===== config.mk =====
export PLATFORM = sky130hd
export DESIGN_NAME = legendre_series_generator
export DESIGN_NICKNAME = d
export VERILOG_FILES = /design/src/sv/lsg_pkg.sv /design/src/sv/lsg_datapath.sv /design/src/sv/lsg_ctrl.sv /design/src/sv/legendre_series_generator.sv
export SDC_FILE = /design/constraint.sdc
export NUM_CORES = 2
export LEC_CHECK = 0
export BUFFER_PORTS_ARGS = -buffer_cell sky130_fd_sc_hd__buf_2
export CORE_MARGIN = 5
export CORE_UTILIZATION = 30
export DETAILED_ROUTE_END_ITERATION = 8
export SLEW_MARGIN = 25
export SYNTH_ARGS = -nofsm -noshare
export SYNTH_HDL_FRONTEND = slang
export SYNTH_HIERARCHICAL = 1
export SYNTH_SLANG_ARGS = --single-unit

===== constraint.sdc =====
create_clock -name clock -period 16.8 [get_ports clock]
set_clock_uncertainty 0.15 [all_clocks]
set_input_delay 1.68 -clock clock [delete_from_list [all_inputs] [get_ports clock]]
set_output_delay 1.68 -clock clock [all_outputs]
set_load 0.005 [all_outputs]

===== src/sv/lsg_pkg.sv =====
`timescale 1ns / 1ps
`default_nettype none
// ----------------------------------------------------------------------------
// lsg_pkg
// Shared constants, types and the reciprocal table of the Legendre series
// generator.
// ----------------------------------------------------------------------------
package lsg_pkg;

   localparam int MAX_DEGREE = 16;
   localparam int FRAC_BITS  = 14;

   localparam int VAL_W = 16;
   localparam int DEG_W = 5;
   localparam int VAL_MAX = 32767;

   // width of a polynomial order k
   localparam int KW = $clog2(MAX_DEGREE + 1);
   // width of the rounded dividend (numerator scaled down by 2^FRAC_BITS)
   localparam int DW = 16 + $clog2(3 * MAX_DEGREE);
   // reciprocal shift chosen so that floor(d / k) is exact for every d < 2^DW
   localparam int RECIP_SHIFT = DW + KW;
   localparam int RECIP_W     = RECIP_SHIFT;
   localparam int QP_W        = DW + RECIP_W;

   localparam int PA_W   = 2 * VAL_W + KW + 2;
   localparam int PB_W   = VAL_W + KW + 2 + FRAC_BITS;
   localparam int WIDE_W = ((PA_W > PB_W) ? PA_W : PB_W) + 1;

   // width used for the range check against 1.0
   localparam int XR_W = FRAC_BITS + 18;

   // 1.0 clamped to the value range
   localparam logic signed [VAL_W-1:0] ONE_SAT =
      (FRAC_BITS >= VAL_W - 1) ? VAL_W'(VAL_MAX) : VAL_W'(1 << FRAC_BITS);

   typedef logic [MAX_DEGREE:0][RECIP_W-1:0] recip_tab_type;

   // ceil(2^RECIP_SHIFT / k) per order, by shift-subtract at elaboration
   function automatic recip_tab_type build_recip();
      recip_tab_type tab;
      longint num;
      longint rem;
      longint quo;
      int k;
      int i;
      tab = '0;
      for (k = 2; k <= MAX_DEGREE; k++) begin
         num = (longint'(1) <<< RECIP_SHIFT) + longint'(k - 1);
         rem = 0;
         quo = 0;
         for (i = RECIP_SHIFT; i >= 0; i--) begin
            rem = (rem <<< 1) | ((num >>> i) & longint'(1));
            quo = quo <<< 1;
            if (rem >= longint'(k)) begin
               rem = rem - longint'(k);
               quo = quo | longint'(1);
            end
         end
         tab[k] = RECIP_W'(quo);
      end
      return tab;
   endfunction

   localparam recip_tab_type RECIP = build_recip();

   typedef enum logic [1:0] {
      SEL_ZERO,
      SEL_ONE,
      SEL_X,
      SEL_REC
   } emit_sel_type;

   typedef struct packed {
      logic         load;
      logic         mul_x;
      logic         mul_c;
      logic         round;
      logic         scale;
      logic         emit;
      emit_sel_type emit_sel;
      logic [KW-1:0] order;
   } dp_cmd_type;

   typedef struct packed {
      logic range_bad;
   } dp_status_type;

endpackage
`default_nettype wire


===== src/sv/lsg_datapath.sv =====
`timescale 1ns / 1ps
`default_nettype none
// ----------------------------------------------------------------------------
// lsg_datapath
// Sample and history registers, recurrence arithmetic, rounding, reciprocal
// divide and saturation of each polynomial value.
// ----------------------------------------------------------------------------
module lsg_datapath (
   input  wire logic                           clock,
   input  wire lsg_pkg::dp_cmd_type            cmd,
   input  wire logic signed [lsg_pkg::VAL_W-1:0] req_sample,
   output lsg_pkg::dp_status_type              status,
   output logic signed [lsg_pkg::VAL_W-1:0]    rsp_value
);

   logic signed [lsg_pkg::VAL_W-1:0]    x_ff;
   logic signed [lsg_pkg::VAL_W-1:0]    p1_ff;
   logic signed [lsg_pkg::VAL_W-1:0]    p2_ff;
   logic signed [2*lsg_pkg::VAL_W-1:0]  xp_ff;
   logic signed [lsg_pkg::WIDE_W-1:0]   a_ff;
   logic signed [lsg_pkg::WIDE_W-1:0]   b_ff;
   logic [lsg_pkg::DW-1:0]              d_ff;
   logic                                neg_ff;
   logic [lsg_pkg::QP_W-1:0]            qp_ff;
   logic signed [lsg_pkg::VAL_W-1:0]    val_ff;

   logic signed [lsg_pkg::XR_W-1:0]     x_wide;
   logic signed [lsg_pkg::XR_W-1:0]     one_wide;
   logic [lsg_pkg::KW:0]                c1;
   logic signed [lsg_pkg::KW+1:0]       c1_s;
   logic signed [lsg_pkg::KW:0]         c2_s;
   logic signed [lsg_pkg::WIDE_W-1:0]   prod_a;
   logic signed [lsg_pkg::WIDE_W-1:0]   prod_b;
   logic signed [lsg_pkg::WIDE_W-1:0]   num;
   logic [lsg_pkg::WIDE_W-1:0]          mag;
   logic [lsg_pkg::WIDE_W-1:0]          half;
   logic [lsg_pkg::WIDE_W-1:0]          rsum;
   logic [lsg_pkg::RECIP_W-1:0]         recip;
   logic [lsg_pkg::DW-1:0]              quo;
   logic [lsg_pkg::DW-1:0]              quo_neg;
   logic signed [lsg_pkg::VAL_W-1:0]    rec_val;
   logic signed [lsg_pkg::VAL_W-1:0]    val_in;

   assign x_wide    = lsg_pkg::XR_W'(x_ff);
   assign one_wide  = lsg_pkg::XR_W'(1) <<< lsg_pkg::FRAC_BITS;
   assign status.range_bad = (x_wide > one_wide) || (x_wide < -one_wide);

   // coefficients 2k-1 and k-1
   assign c1     = {cmd.order, 1'b0} - (lsg_pkg::KW+1)'(1);
   assign c1_s   = {1'b0, c1};
   assign c2_s   = {1'b0, cmd.order - lsg_pkg::KW'(1)};
   assign prod_a = xp_ff * c1_s;
   assign prod_b = p2_ff * c2_s;

   // round half away from zero on the magnitude, then drop the fraction
   assign num  = a_ff - b_ff;
   assign mag  = num[lsg_pkg::WIDE_W-1] ? $unsigned(-num) : $unsigned(num);
   assign half = lsg_pkg::WIDE_W'(cmd.order) << (lsg_pkg::FRAC_BITS - 1);
   assign rsum = mag + half;

   assign recip   = lsg_pkg::RECIP[cmd.order];
   assign quo     = qp_ff[lsg_pkg::RECIP_SHIFT +: lsg_pkg::DW];
   assign quo_neg = -quo;

   always_comb begin
      if (neg_ff) begin
         if (quo > lsg_pkg::DW'(lsg_pkg::VAL_MAX + 1)) begin
            rec_val = {1'b1, {(lsg_pkg::VAL_W-1){1'b0}}};
         end else begin
            rec_val = quo_neg[lsg_pkg::VAL_W-1:0];
         end
      end else begin
         if (quo > lsg_pkg::DW'(lsg_pkg::VAL_MAX)) begin
            rec_val = lsg_pkg::VAL_W'(lsg_pkg::VAL_MAX);
         end else begin
            rec_val = quo[lsg_pkg::VAL_W-1:0];
         end
      end
   end

   always_comb begin
      case (cmd.emit_sel)
         lsg_pkg::SEL_ZERO: val_in = '0;
         lsg_pkg::SEL_ONE:  val_in = lsg_pkg::ONE_SAT;
         lsg_pkg::SEL_X:    val_in = x_ff;
         lsg_pkg::SEL_REC:  val_in = rec_val;
         default:           val_in = '0;
      endcase
   end

   always_ff @(posedge clock) begin
      if (cmd.load) begin
         x_ff <= req_sample;
      end
      if (cmd.mul_x) begin
         xp_ff <= x_ff * p1_ff;
      end
      if (cmd.mul_c) begin
         a_ff <= prod_a;
         b_ff <= prod_b <<< lsg_pkg::FRAC_BITS;
      end
      if (cmd.round) begin
         d_ff   <= rsum[lsg_pkg::FRAC_BITS +: lsg_pkg::DW];
         neg_ff <= num[lsg_pkg::WIDE_W-1];
      end
      if (cmd.scale) begin
         qp_ff <= lsg_pkg::QP_W'(d_ff) * lsg_pkg::QP_W'(recip);
      end
      if (cmd.emit) begin
         val_ff <= val_in;
         // emitted value becomes the newest history entry
         p2_ff  <= p1_ff;
         p1_ff  <= val_in;
      end
   end

   assign rsp_value = val_ff;

endmodule
`default_nettype wire


===== src/sv/lsg_ctrl.sv =====
`timescale 1ns / 1ps
`default_nettype none
// ----------------------------------------------------------------------------
// lsg_ctrl
// Sequencer for one sample: range check, P0 and P1, then states MUL_X to EMIT
// per recurrence step; holds the degree register and the result strobe.
// ----------------------------------------------------------------------------
module lsg_ctrl (
   input  wire logic                         clock,
   input  wire logic                         reset,
   input  wire logic                         start,
   output logic                              busy,
   input  wire logic                         csr_wr_en,
   input  wire logic [lsg_pkg::DEG_W-1:0]    csr_wr_data,
   input  wire lsg_pkg::dp_status_type       status,
   output lsg_pkg::dp_cmd_type               cmd,
   output logic                              rsp_strobe,
   output logic [lsg_pkg::DEG_W-1:0]         rsp_order,
   output logic                              rsp_last,
   output logic                              rsp_range_error
);

   typedef enum logic [2:0] {
      ST_IDLE,
      ST_CHECK,
      ST_FIRST,
      ST_MUL_X,
      ST_MUL_C,
      ST_ROUND,
      ST_SCALE,
      ST_EMIT
   } state_type;

   state_type                   state_ff;
   logic [lsg_pkg::DEG_W-1:0]   degree_ff;
   logic [lsg_pkg::KW-1:0]      n_ff;
   logic [lsg_pkg::KW-1:0]      k_ff;
   logic                        strobe_ff;
   logic [lsg_pkg::DEG_W-1:0]   order_ff;
   logic                        last_ff;
   logic                        err_ff;
   logic [lsg_pkg::KW-1:0]      n_in;

   assign n_in = (int'(degree_ff) > lsg_pkg::MAX_DEGREE) ?
                 lsg_pkg::KW'(lsg_pkg::MAX_DEGREE) : lsg_pkg::KW'(degree_ff);

   always_comb begin
      cmd          = '0;
      cmd.emit_sel = lsg_pkg::SEL_ZERO;
      cmd.order    = k_ff;
      case (state_ff)
         ST_IDLE:  cmd.load = start;
         ST_CHECK: begin
            cmd.emit     = 1'b1;
            cmd.emit_sel = status.range_bad ? lsg_pkg::SEL_ZERO : lsg_pkg::SEL_ONE;
         end
         ST_FIRST: begin
            cmd.emit     = 1'b1;
            cmd.emit_sel = lsg_pkg::SEL_X;
         end
         ST_MUL_X: cmd.mul_x = 1'b1;
         ST_MUL_C: cmd.mul_c = 1'b1;
         ST_ROUND: cmd.round = 1'b1;
         ST_SCALE: cmd.scale = 1'b1;
         ST_EMIT: begin
            cmd.emit     = 1'b1;
            cmd.emit_sel = lsg_pkg::SEL_REC;
         end
         default: ;
      endcase
   end

   always_ff @(posedge clock) begin
      if (reset) begin
         state_ff  <= ST_IDLE;
         degree_ff <= lsg_pkg::DEG_W'(2);
         n_ff      <= '0;
         k_ff      <= '0;
         strobe_ff <= 1'b0;
         order_ff  <= '0;
         last_ff   <= 1'b0;
         err_ff    <= 1'b0;
      end else begin
         strobe_ff <= 1'b0;
         last_ff   <= 1'b0;
         err_ff    <= 1'b0;
         if (csr_wr_en) begin
            degree_ff <= csr_wr_data;
         end
         case (state_ff)
            ST_IDLE: begin
               if (start) begin
                  n_ff     <= n_in;
                  state_ff <= ST_CHECK;
               end
            end
            ST_CHECK: begin
               strobe_ff <= 1'b1;
               order_ff  <= '0;
               if (status.range_bad) begin
                  err_ff   <= 1'b1;
                  last_ff  <= 1'b1;
                  state_ff <= ST_IDLE;
               end else begin
                  last_ff  <= (n_ff == '0);
                  state_ff <= (n_ff == '0) ? ST_IDLE : ST_FIRST;
               end
            end
            ST_FIRST: begin
               strobe_ff <= 1'b1;
               order_ff  <= lsg_pkg::DEG_W'(1);
               last_ff   <= (n_ff == lsg_pkg::KW'(1));
               k_ff      <= lsg_pkg::KW'(2);
               state_ff  <= (n_ff == lsg_pkg::KW'(1)) ? ST_IDLE : ST_MUL_X;
            end
            ST_MUL_X: state_ff <= ST_MUL_C;
            ST_MUL_C: state_ff <= ST_ROUND;
            ST_ROUND: state_ff <= ST_SCALE;
            ST_SCALE: state_ff <= ST_EMIT;
            ST_EMIT: begin
               strobe_ff <= 1'b1;
               order_ff  <= lsg_pkg::DEG_W'(k_ff);
               last_ff   <= (k_ff == n_ff);
               if (k_ff == n_ff) begin
                  state_ff <= ST_IDLE;
               end else begin
                  k_ff     <= k_ff + lsg_pkg::KW'(1);
                  state_ff <= ST_MUL_X;
               end
            end
            default: state_ff <= ST_IDLE;
         endcase
      end
   end

   assign busy            = (state_ff != ST_IDLE);
   assign rsp_strobe      = strobe_ff;
   assign rsp_order       = order_ff;
   assign rsp_last        = last_ff;
   assign rsp_range_error = err_ff;

   // the final result of a sample always lands as the sequencer goes idle
   a_last_idle: assert property (@(posedge clock) disable iff (reset)
      strobe_ff && last_ff |-> state_ff == ST_IDLE)
      else $error("last result while sequencer still running");

   a_err_single: assert property (@(posedge clock) disable iff (reset)
      err_ff |-> strobe_ff && last_ff && order_ff == '0)
      else $error("range error not a single order-zero transaction");

   a_start_check: assert property (@(posedge clock) disable iff (reset)
      start && state_ff == ST_IDLE |=> state_ff == ST_CHECK)
      else $error("accepted sample did not enter range check");

   a_order_bound: assert property (@(posedge clock) disable iff (reset)
      strobe_ff |-> int'(order_ff) <= int'(n_ff))
      else $error("result order beyond clamped degree");

endmodule
`default_nettype wire


===== src/sv/legendre_series_generator.sv =====
`timescale 1ns / 1ps
`default_nettype none
// ----------------------------------------------------------------------------
// legendre_series_generator
// Emits P0(x) .. Pn(x) of a Q1.14 sample by the three-term recurrence.
// ----------------------------------------------------------------------------
// A sample is taken when start is high while busy is low; n is the degree
// register clamped to 16. The block then emits P0 from the range check and
// P1 after it, followed by one value per recurrence step (history multiply,
// coefficient multiply, rounding, reciprocal multiply, saturation). Busy
// stays high until the last result of a sample is registered. At degree
// zero, or when |x| exceeds 1.0 (one result with range_error set and value
// zero), a sample yields a single result. Each result is on the rsp_ ports
// for exactly one cycle with rsp_strobe high; the receiver cannot hold
// results off and must take every transaction.
// Write the degree register only while busy is low and no result is due.
// ----------------------------------------------------------------------------
module legendre_series_generator (
   input  wire logic                               clock,
   input  wire logic                               reset,
   input  wire logic                               start,
   output logic                                    busy,
   input  wire logic signed [lsg_pkg::VAL_W-1:0]   req_sample,
   output logic                                    rsp_strobe,
   output logic [lsg_pkg::DEG_W-1:0]               rsp_order,
   output logic signed [lsg_pkg::VAL_W-1:0]        rsp_value,
   output logic                                    rsp_last,
   output logic                                    rsp_range_error,
   input  wire logic                               csr_wr_en,
   input  wire logic [lsg_pkg::DEG_W-1:0]          csr_wr_data
);

   lsg_pkg::dp_cmd_type    cmd;
   lsg_pkg::dp_status_type status;

   lsg_ctrl u_ctrl (
      .clock           (clock),
      .reset           (reset),
      .start           (start),
      .busy            (busy),
      .csr_wr_en       (csr_wr_en),
      .csr_wr_data     (csr_wr_data),
      .status          (status),
      .cmd             (cmd),
      .rsp_strobe      (rsp_strobe),
      .rsp_order       (rsp_order),
      .rsp_last        (rsp_last),
      .rsp_range_error (rsp_range_error)
   );

   lsg_datapath u_datapath (
      .clock      (clock),
      .cmd        (cmd),
      .req_sample (req_sample),
      .status     (status),
      .rsp_value  (rsp_value)
   );

endmodule
`default_nettype wire


==> reports/qor.txt <==
crit path max-delay cell type - ha_1
Int Power - 3.66 mW
Max Fclk - 0.0988 GHz
row cnt - 144
Setup-failing EPs final - 0
final instance area - 50,000 µm²
Post-CTS Setup Bufs - 0
Worst Setup Path Type - reg2reg
Placed Instance Area - 49,000 µm²
Mapped Avg Cell Area - 9.55 µm²
CP required - 16,950 ps
setup_tns - 0 ps
syn nets - 6,225
die area - 163,000 µm²
Core ar. - 154,000 µm²
Comb power frac - 0.781
Worst Setup End Kind - flop
Psw - 3.50 mW
Clock Root Buffer - clkbuf_16
area grow syn2layout - 7.78%
Final Max Tran Viols - 0
Sw Ratio - 0.488
CTS tree - built
Final Power - 7.16 mW
ys async rst share - 0
Clock Sinks - 212
clk buf depth - 3
largest family of logic cells by synthesized area - adder cells
post-DR wirelength/cell - 17.8 µm
LEAKAGE - 24.2 nW
YS warnings - 6
CP bufs+invs - 11
Synth area leaders - fa_1 41%, edfxtp_1 12%, ha_1 11%
share of layout cells above drive strength 1 - 0.0462
Routed Wire Length - 122,000 µm
Netlist cell types - 87
Slew @ Worst Pin - 1060 ps
status - complete, no violations
post-route minimum period - 10,120 ps
share of the synthesized area in the top cell type - 0.406
cells after synthesis - 4,858
Initial Utilization - 0.301
post_cts resized - 0
grt peak-use layer - met2
GRT overflow - 0
share of the yosys chip area belonging to registers - 0.132
TritonRoute pass-1 iters - 6
DR vias - 32,900
first-pass GRT wire length - 200,000 µm
RSZ-0062 raised after global routing - false
M2 GR Usage - 0.255
htree depth - 1
xor and xnor area share after synthesis - 0.0336
reg2reg path depth - 34
Worst-Skew Late Latency - 560 ps
Clock power frac - 0.086
drt via density - 4.79
dpl hpwl - 94,600 µm
met3 Resource Use GR - 0.0242
Synth Cell Area - 46,400 µm²
mux contribution to synthesized area - 0.00329
register share of total power - 0.133
Seq cells post-synth - 212
IO buf count - 49
hold depth - 2
WP depth - 34
DRC violations left - 0
Post-CTS Hold Buffers - 0
Num CTS Buffers - 27
largest area contributor in the netlist - fa_1
EDFF count, synth - 186
IO Pins - 50
Post-Synth Simple-Gate Area - 0.155
Worst slew margin - 0.282
total power density per cell area - 143 nW/µm²
worst hold slack - 338 ps
largest net degree at the start of global routing - 62
Peak VDD IR - 0.352 mV
Routed Antenna Nets - 0
RePlAce Congestion - 0.880
cell family with most CP delay - adder cells
Adder-Cell Fraction of Synth Area - 0.514
drt initial violations - 2,445
CP max stage delay - 740 ps
most frequent CP cell - inv_1
DIE WIDTH - 403 µm
compound-cell area share of the yosys netlist - 0.0650
Clk pin slew, worst setup/hold paths - 60 ps
worst hold path type - reg2reg
vias in the first global route - 35,900
Final Hold Viols - 0
crit path launch type - flop
crit-path max FO - 23
most common flop cell mapped by yosys - edfxtp_1
# Max-Cap Violations - 0
met1 usage - 0.213
initial antenna violation count - 3
WP data arrival - 10,270 ps
Die H - 403 µm
Final #Nets - 6,170
Final period util - 0.603
GRT Overall Usage - 0.153
final core utilization - 0.325
[layer usage]
metal	routed length (µm)	share of wire
met1	54500	0.45
met2	57500	0.47
met3	7970	0.065
met4	2430	0.020
met5	0	0
[flip-flops by register name, summed over array words and instances, names as in the netlist]
signal / count
u_datapath/p2_ff: 16
u_datapath/xp_ff: 32
u_datapath/a_ff: 39
u_datapath/qp_ff: 22
u_datapath/x_ff: 16
u_ctrl/rsp_last: 1
u_datapath/b_ff: 22
u_ctrl/rsp_range_error: 1
u_datapath/d_ff: 22
u_datapath/rsp_value: 16
u_ctrl/rsp_order: 5
u_ctrl/n_ff: 5
u_ctrl/degree_ff: 5
u_ctrl/rsp_strobe: 1
u_ctrl/state_ff: 3
u_ctrl/k_ff: 5
u_datapath/neg_ff: 1
[Yosys cell counts, drive strengths merged (13+ instances only)]
master  count
nand4      20
o211ai     20
o21a       18
o21bai     19
fa        940
and3       15
or3        19
a31oi      19
nand2b     37
xor2       44
nor2b     132
a21oi     134
nand2     667
and2      310
nor4       13
a211oi     20
nand3      33
mux2i      13
a21o       56
nor2      131
edfxtp    186
dfxtp      26
nor3       40
o21ai      83
clkbuf    193
inv       988
o211a      15
xnor2     134
ha        402
[cells by family after synthesis]
group	after synthesis
AOI/OAI and AO/OA	457
xor gates and xnor gates	178
adders and majority gates	1342
buffers and inverters	1192
DFF	212
muxes	15
and+or+nand+nor	1462
[layout by cell type (no fill, tap or decap), types with 9 or more instances in the layout]
cell type,n
inv_1,985
fa_1,940
nand2_1,667
ha_1,402
and2_1,309
edfxtp_1,186
xnor2_1,133
nor2b_1,131
nor2_1,129
a21oi_1,125
o21ai_0,74
buf_4,69
a21o_1,56
buf_2,49
xor2_1,43
nand2b_1,37
nor3_1,34
nand3_1,33
clkbuf_16,27
dfxtp_1,26
o21bai_1,19
a31oi_1,19
o211ai_1,19
or3_1,18
nand4_1,18
o21a_1,18
a211oi_1,17
and3_1,15
o211a_1,15
mux2i_1,13
nor4_1,10
a21oi_2,9
a22oi_1,9
nor3b_1,9
[worst paths after layout]
path	from	to	slack, ps
worst min-delay path	u_ctrl/degree_ff[1]$_SDFFE_PP1P_	u_ctrl/n_ff[1]$_SDFFE_PP0P_	340
worst min register to register	u_ctrl/degree_ff[1]$_SDFFE_PP1P_	u_ctrl/n_ff[1]$_SDFFE_PP0P_	340
worst max-delay path	u_ctrl/k_ff[1]$_SDFFE_PP0P_	u_datapath/qp_ff[48]$_DFFE_PP_	6680
worst max register to register	u_ctrl/k_ff[1]$_SDFFE_PP0P_	u_datapath/qp_ff[48]$_DFFE_PP_	6680
[layout make-up]
| cell class | count | area (µm²) |
|---|---|---|
| inverter | 989 | 3710 |
| fill | 15900 | 104000 |
| tap | 2044 | 2560 |
| clock inverter | 20 | 251 |
| multi-input combinational | 3454 | 35900 |
| clock buffer | 28 | 679 |
| sequential | 212 | 6110 |
| antenna | 3 | 7.51 |
| timing repair buffer | 119 | 778 |
[through the flow]
| step | setup slack [ps] | cells |
|---|---|---|
| finish | 6680 | 6869 |
| global route | 6070 | 6866 |
| CTS | 6670 | 6865 |
| detailed placement | 6670 | 6817 |
| global placement | 6870 | 6817 |
| floorplan | 7980 | 4858 |
[power by group through the flow]
stage / combinational, mW / clock, mW / sequential [mW]
finish: 5.59 / 0.615 / 0.955
global placement: 5.50 / 0 / 0.965
detailed placement: 5.62 / 0 / 0.965
CTS: 5.66 / 0.636 / 0.954
global route: 6.34 / 0.652 / 0.958
floorplan: 4.21 / 0 / 0.935
[worst min-delay path, stage by stage (launching register included)]
cell and delay, ps:
dfxtp_1 310, nand3b_1 80, a21oi_1 60
(Power assumes the default switching activity.)
